==> config.mk <==
export PLATFORM = sky130hd
export DESIGN_NAME = tsf_ram
export DESIGN_NICKNAME = d
export VERILOG_FILES = /design/src/sv/tsf_ram.sv
export SDC_FILE = /design/constraint.sdc
export NUM_CORES = 1
export LEC_CHECK = 0
export ABC_CLOCK_PERIOD_IN_PS = 2660
export BUFFER_PORTS_ARGS = -buffer_cell sky130_fd_sc_hd__buf_2
export CAP_MARGIN = 25
export CORE_MARGIN = 2
export CORE_UTILIZATION = 60
export DETAILED_ROUTE_END_ITERATION = 16
export PLACE_DENSITY = 0.78
export SLEW_MARGIN = 20
export SYNTH_ARGS = -nofsm -noshare
export SYNTH_HDL_FRONTEND = slang
export SYNTH_SLANG_ARGS = --single-unit
==> constraint.sdc <==
create_clock -name clk -period 2.66 [get_ports clk]
set_input_delay 0.532 -clock clk [delete_from_list [all_inputs] [get_ports clk]]
set_output_delay 0.532 -clock clk [all_outputs]
set_load 0.02 [all_outputs]
==> src/sv/tsf_ram.sv <==
`timescale 1ns / 1ps
// ----------------------------------------------------------------------------
// tsf_ram
// Generic single-port synchronous RAM with registered read data.
// ----------------------------------------------------------------------------
module tsf_ram #(
  parameter int WIDTH = 8,
  parameter int DEPTH = 16
) (
  input  logic                     clk,
  input  logic                     we,
  input  logic [$clog2(DEPTH)-1:0] addr,
  input  logic [WIDTH-1:0]         wdata,
  output logic [WIDTH-1:0]         rdata
);

  logic [WIDTH-1:0] mem [DEPTH];

  always_ff @(posedge clk) begin
    if (we) begin
      mem[addr] <= wdata;
    end
    rdata <= mem[addr];
  end

endmodule

Word level (Yosys, flattened, before mapping)
Memory sizes are Yosys's and may differ from the RTL's. A register that Yosys moved wholly into a read port is not among the register bits.
Cells that the tools add are included.
- memories: 1
- input port bits: 14
- output and inout bits: 8
- memory bits (writable): 128
- flip-flop bits (word level): 0
- logic and storage cells: 3
- memory list (name ; words ; width ; rd ports ; clocked after memory_dff ; write ports ; RTL line ; RTL):
    mem ; 16 ; 8 ; 1 ; 1 ; 1 ; 17 ; logic [WIDTH-1:0] mem [DEPTH];
- multiplexer cells: 2
- operators by type and width (kind ; number):
    1-bit two-way mux ; 2

Logic depth before layout (Yosys ltp)
Gate-level depths: netlist of the first run.
- depth after elaboration: 2
- mapped depth: 5
- depth with buffers taken out: 3

Worst setup path before layout of the first run
Ideal clock, no wire load.
- kind: in2reg
- start: input port addr[2]
- end: memory mem[0][0] (enable)
- arrival: 1.642 ns
- required time: 2.277 ns
- path slack: 0.635 ns
- library setup time: 0.383 ns
- cell stages on the path: 2
- cells stage by stage: or3b_2 -> nor3_1
- RTL lines (element ; RTL line ; RTL):
    start, declared ; 12 ; input logic [$clog2(DEPTH)-1:0] addr,
    end, declared ; 17 ;
Straight into the memory's write port.

==> reports/metrics.csv, run 1 <==
metric,value,unit
dp_hpwl,5720,um
worstHoldEndpoint,mem[8][7],
hold_class,primary input to flop,
slew_headroom,0.551,
core,8220,um2
synth_area_per_cell,22.0,um2
htree_levels,4,
crit_required,3.05,ns
max-vdd-ir-drop,505,uV
final_cell_mix,"128 x edfxtp_1, 32 x mux4_2, 21 x buf_2",
crit_path_max_incr_delay,0.53,ns
whs,0.404,ns
critical_path_class,primary input to flop,
fin_tns_setup,0,ns
seq_area_frac_synth,0.790,
vias_per_cell,6.04,
endpoint_kind,flop,
post-route-period-util,0.597,
path_buf_inv,2,
overflow,0,
start_util,0.617,
ctsLongestPathBuffers,2,
seqCellArea,4000,um2
grt_antenna_before_repair,0,
synth_cell_types,18,
clk_latency,0.51,ns
tightestPinTransition,0.672,ns
grt_max_degree,26,
die_w,95.9,um
critPathArrivalTime,1.97,ns
multi_input_area,1000,um2
netlist_instances,230,
timing.fmax,630,MHz
r2r_start,mem[0][4],
grt_use_total,0.217,
skew,0.0133,ns
dr_total_vias,2397,
die_area,9200,um2
syn2layout_area_growth,17.7,%
leakage,1.99,nW
grt_pass1_vias,2366,
die_y,95.9,um
cts-root-buf,clkbuf_8,
finalCriticalPeriod,1.59,ns
reg2regPathDepth,3,
critical_path.top_delay_family,buffers and inverters,
io_buffer_count,21,
setup_viol,0,
antenna_cells,0,
cts.repair.resized,0,
synth_area_leaders,"edfxtp_1 76%, mux4_2 14%, dfxtp_1 3.2%, a22oi_1 2.4%, nor2_1 0.96%",
power_density,803,nW/um2
first_pass_iters,4,
crit_chain,buf_2 -> buf_4 -> mux4_2 -> a22oi_1 -> nand2_1,
synth_nets,244,
layout_commonest_cell,edfxtp_1,
yosys_register_bits,136,
final_nets,293,
gp_congestion,0.790,
synth_area,5070,um2
ctsHoldBuffers,0,
status,"complete, no violations",
post-cts-setup-buffers,0,
holdPathStages,1,
r2r_slack,1.27,ns
rsz0062_at_grt,no,
n_fill_cell,466,
cts_buffers,17,
routedWlPerCell,22.3,um
fp-row-count,33,
final_antenna_net_count,0,
yosys_warnings,0,
yosys.area.top_type,edfxtp_1,
drv_cap,0,
hold_viol,0,
cts_tree,built,
final_max_slew_viol_count,0,
layout-drive-gt1-share,0.363,
critical_path.slowest_cell,mux4_2,
io_pins,22,
cp-start-kind,primary input,
grt_first_pass_wirelength,13500,um
drt_iter0_markers,259,
cts.clk_slew.worst_paths,0.06,ns
cp_max_fo,10,
hp-start,wdata[7],
setup.worst_path.start,addr[0],
clock_sinks,136,
wl,8860,um
drc_errors,0,
synth_top_area_share,0.759,
reg2reg_to,rdata[4],
[per-layer routing]
| layer | track usage | vias to the layer above | share of wire |
|---|---|---|---|
| met5 | 0 | - | 0 |
| met3 | 0.0572 | 7 | 0.054 |
| met1 | 0.294 | 1250 | 0.41 |
| met2 | 0.339 | 78 | 0.53 |
| met4 | 0.0964 | 0 | 0.010 |
| li1 | - | 1062 | - |
[through the flow]
| stage | cell area (um2) | total power, mW | instances | setup slack (ns) | utilization |
|---|---|---|---|---|---|
| floorplan | 5070 | 2.59 | 230 | 0.635 | - |
| global placement | 5410 | 2.68 | 365 | 0.575 | 0.658 |
| detailed placement | 5410 | 2.69 | 365 | 0.540 | 0.658 |
| CTS | 5970 | 4.82 | 397 | 1.07 | 0.726 |
| global route | 5970 | 4.94 | 397 | 1.00 | 0.726 |
| finish | 5970 | 4.79 | 397 | 1.07 | 0.726 |
[worst max-delay path by stage]
stage / endpoint / slack, ns / cells after the start
floorplan: mem[0][0] / 0.63 / 2
global placement: rdata[4] / 0.58 / 5
detailed placement: rdata[4] / 0.54 / 5
CTS: rdata[4] / 1.07 / 5
global route: mem[1][0] / 1.00 / 5
finish: rdata[4] / 1.07 / 5
[state kept, by name (all words and copies together) (netlist names)]
| register | cells |
|---|---|
| mem | 128 |
| rdata | 8 |
[synth_stat cells (all sizes together)]
| cell | instances |
|---|---|
| or3b | 1 |
| nor2b | 2 |
| nand2 | 9 |
| clkbuf | 3 |
| a22oi | 16 |
| dfxtp | 8 |
| nand2b | 2 |
| nor3 | 4 |
| buf | 8 |
| and2 | 1 |
| nand3 | 1 |
| nor2 | 13 |
| edfxtp | 128 |
| mux4 | 32 |
| nand3b | 2 |
[final cells by class]
class	instances	area share
tap	105	0.0220
clock buffer	17	0.0694
multi-input combinational	83	0.168
timing repair buffer	41	0.0449
clock inverter	15	0.0243
sequential	136	0.671
[logic make-up after synthesis]
group / share of synthesized area
multiplexers: 0.142
flip-flops: 0.790
AO/OA/AOI/OAI: 0.0237
AND/OR/NAND/NOR: 0.0321
buffers and inverters: 0.0119
[where the power goes]
group          internal, mW  switching (mW)  leakage, nW
Sequential             2.40          0.0122         1.22
Combinational        0.0955           0.137        0.504
Clock                  1.26           0.894        0.260
Total                  3.75            1.04         1.99
Note: power is estimated with default switching activity, not from simulation.
==> run 2, diff against run 1 <==
- ABC_CLOCK_PERIOD_IN_PS: 2660 -> 1660
- clock period: 2.66 -> 1.66 ns (I/O delays scaled with it)
==> reports/metrics.csv, run 2 (synthesis results as in run 1) <==
metric,value,unit
cts_buffers,17,
io_buffer_count,21,
antenna_cells,0,
placed_cell_area,5630,um2
endpoint_kind,flop,
finalCriticalPeriod,1.39,ns
gp_congestion,0.781,
die_w,95.9,um
status,"complete, no violations",
grt_pass1_vias,2677,
critical_path.top_delay_family,multiplexers,
final_antenna_net_count,0,
final_max_slew_viol_count,0,
seqPwrFrac,0.488,
cts_tree,built,
critPathArrivalTime,1.79,ns
max-vdd-ir-drop,915,uV
clk_latency,0.51,ns
drv_cap,0,
tightestPinTransition,0.766,ns
post-place-ws,-0.101,ns
power_density,1280,nW/um2
cts-root-buf,clkbuf_8,
whs,0.210,ns
hold_viol,0,
largest_registers,"mem (128), rdata (8)",
core,8220,um2
critical_path.slowest_cell,mux4_2,
cp_max_fo,1,
comb_power_share,0.053,
layout-drive-gt1-share,0.411,
ctsLongestPathBuffers,2,
grt_use_total,0.250,
dr_total_vias,2468,
wl,10200,um
ctsHoldBuffers,0,
io_pins,22,
fp-row-count,33,
post-cts-setup-buffers,0,
leakage,2.11,nW
die_y,95.9,um
largest_reg_flops,128,
worst_slack,0.268,ns
rsz0062_at_grt,no,
final_nets,310,
p_total,7.93,mW
first_pass_iters,4,
skew,0.00746,ns
timing.fmax,719,MHz
grt_first_pass_wirelength,15400,um
crit_required,2.05,ns
die_area,9200,um2
critical_path_class,flop to flop,
grt_max_degree,22,
grt_antenna_before_repair,0,
dp_hpwl,6430,um
swShare,0.200,
cts.repair.resized,0,
p_clk_frac,0.459,
final_cell_mix,"128 x edfxtp_1, 32 x mux4_2, 30 x buf_4",
post-route-period-util,0.838,
syn2layout_area_growth,22.6,%
path_buf_inv,0,
hold_class,primary input to flop,
htree_levels,4,
clock_sinks,136,
largest_register,mem,
crit_chain,mux4_2 -> a22oi_1 -> nand2_1,
postLayoutCellArea,6210,um2
crit_path_max_incr_delay,0.47,ns
layout_commonest_cell,edfxtp_1,
slew_headroom,0.489,
overflow,0,
drc_errors,0,
intPower,6.34,mW
cts.clk_slew.worst_paths,0.06,ns
vias_per_cell,5.96,
start_util,0.617,
switchingPower,1.59,mW
routedWlPerCell,24.6,um
setup_viol,0,
cp-start-kind,flop,
fin_util,0.756,
drt_iter0_markers,187,
-- run 2: changes by cell type in the layout (fill, tap and decap cells not counted), sizes merged --
| cell | previous run | this run |
|---|---|---|
| inv | 6 | 0 |
| bufinv | 1 | 3 |
| clkinv | 3 | 4 |
| clkbuf | 17 | 20 |
| buf | 41 | 58 |
-- run 2: layout make-up --
class	count	area [um2]
clock buffers	20	435
clock inverters	12	151
fillers	436	2000
multi-input cells	83	1020
flip-flops and latches	136	4000
well taps	105	131
repair buffers	58	470
-- run 2: per-stage QoR --
stage               setup TNS [ns]  instances
finish                           0        414
global route                     0        414
CTS                              0        414
detailed placement          -0.463        382
global placement            -0.266        382
floorplan                    -8.22        230
-- run 2: per-layer routing --
layer  GRT usage  wire length [um]  up-vias
met4      0.0810               104        0
met3      0.0619               612       11
li1            -                 -     1096
met1       0.315              3960     1260
met5           0                 0        -
met2       0.429              5490      101
-- run 2: power by group through the flow --
stage,Sequential (mW),Clock [mW],Combinational [mW]
2_1_floorplan,3.96,0,0.201
5_1_grt,3.87,3.84,0.451
3_5_place_dp,3.94,0,0.419
4_1_cts,3.87,3.68,0.426
3_3_place_gp,3.93,0,0.407
6_report,3.87,3.64,0.421
-- run 2: final timing paths --
path | from | endpoint | slack, ns | cells after the start
worst max register to register | mem[0][3] | rdata[3] | 0.27 | 3
worst min-delay path | wdata[0] | mem[13][0] | 0.21 | 1
worst min register to register | mem[14][2] | rdata[2] | 0.68 | 3
worst max-delay path | mem[0][3] | rdata[3] | 0.27 | 3
==> run 3, diff against run 2 <==
- ABC_CLOCK_PERIOD_IN_PS: 1660 -> 1400
- clock period: 1.66 -> 1.4 ns (I/O delays scaled with it)
==> reports/metrics.csv, run 3 (synthesis results as in run 1) <==
metric,value,unit
first_pass_iters,4,
die_y,95.9,um
dr_total_vias,2451,
reg2reg_to,rdata[6],
layout-drive-gt1-share,0.476,
io_pins,22,
grt.busiest_layer,met2,
critical_path_class,flop to flop,
placed_cell_area,5820,um2
drc_errors,0,
layout.cells.non_filler,418,
hold_viol,0,
gp_congestion,0.782,
htree_levels,4,
cts_buffers,17,
holdPathStages,1,
use_met1,0.326,
worst_slack,-0.0127,ns
hold_class,primary input to flop,
grt_max_degree,18,
grt_antenna_before_repair,0,
p_total,9.26,mW
die_w,95.9,um
max-vdd-ir-drop,1080,uV
io_buffer_count,21,
cts.repair.resized,0,
start_util,0.617,
cts.clk_slew.worst_paths,0.06,ns
syn2layout_area_growth,26.2,%
grt_pass1_vias,2530,
antenna_cells,0,
r2r_start,mem[0][6],
ctsLongestPathBuffers,2,
post-route-period-util,1.01,
dp_hpwl,6400,um
violations,negative setup slack,
skew,0.00878,ns
largest_registers,"mem (128), rdata (8)",
largest_reg_flops,128,
overflow,0,
grt_first_pass_wirelength,14700,um
setup_viol,1,
drt_iter0_markers,209,
hp-start,wdata[5],
die_area,9200,um2
placed_cells,386,
slew_headroom,0.471,
endpoint_kind,flop,
final_nets,314,
crit_required,1.79,ns
final_cell_mix,"128 x edfxtp_1, 32 x mux4_2, 30 x buf_4",
status,"complete, but fails checks",
fp-row-count,33,
r2r_slack,-0.01,ns
critPathArrivalTime,1.81,ns
final_max_slew_viol_count,0,
clk_latency,0.52,ns
tightestPinTransition,0.792,ns
wl,9730,um
finalCriticalPeriod,1.41,ns
clock_sinks,136,
timing.fmax,708,MHz
leakage,2.15,nW
largest_register,mem,
met3_usage,0.0572,
post-cts-setup-buffers,0,
whs,0.144,ns
reg2regPathDepth,3,
cts_tree,built,
ctsHoldBuffers,0,
power_density,1450,nW/um2
layout_commonest_cell,edfxtp_1,
grt_use_total,0.239,
vias_per_cell,5.86,
grt_use_met2,0.379,
cp_max_fo,1,
core,8220,um2
drv_cap,0,
worstHoldEndpoint,mem[6][5],
final_antenna_net_count,0,
cp-start-kind,flop,
routedWlPerCell,23.3,um
postLayoutCellArea,6390,um2
cts-root-buf,clkbuf_8,
-- run 3: cell count changes in the layout (fill, tap and decap cells not counted), sizes merged --
cell / before / now
buf: 58 / 62
bufinv: 3 / 1
clkbuf: 20 / 18
clkinvlp: 5 / 3
inv: 0 / 6
-- run 3: area by class of cell --
class / count / area, um2
Sequential cell: 136 / 4000
Fill cell: 414 / 1820
Multi-Input combinational cell: 83 / 1140
Timing Repair Buffer: 62 / 551
Clock buffer: 18 / 428
Clock inverter: 14 / 136
Tap cell: 105 / 131
-- run 3: where the power goes --
part / switching (mW) / total (mW) / leakage (nW) / internal (mW)
registers: 0.0266 / 4.58 / 1.22 / 4.55
logic: 0.309 / 0.548 / 0.656 / 0.238
clock network: 1.70 / 4.14 / 0.270 / 2.44
-- run 3: per-stage QoR --
step            TNS, ns   util  worst slack, ns
2_1_floorplan     -1.61      -          -0.0322
3_3_place_gp     -16.08  0.708           -0.276
3_5_place_dp     -16.91  0.708           -0.284
4_1_cts               0  0.776           0.0298
5_1_grt        -0.00895  0.778         -0.00895
6_report        -0.0127  0.778          -0.0127
-- run 3: worst max-delay path by stage --
stage / start / to / slack (ns) / depth (start not counted)
2_1_floorplan: addr[1] / mem[8][0] / -0.03 / 3
3_3_place_gp: addr[0] / rdata[0] / -0.28 / 5
3_5_place_dp: addr[0] / rdata[7] / -0.28 / 5
4_1_cts: mem[0][3] / rdata[3] / 0.03 / 3
5_1_grt: mem[0][6] / rdata[6] / -0.009 / 3
6_report: mem[0][6] / rdata[6] / -0.01 / 3
-- run 3: worst max-delay path, cell delays in order (launching register included) --
cell,delay (ns)
edfxtp_1,0.39
mux4_2,0.48
a22oi_1,0.34
nand2_1,0.09
-- run 3: routing by layer --
layer	wire length, um	vias up
li1	-	1108
met1	4080	1260
met2	4980	71
met3	560	12
met4	105	0
met5	0	-
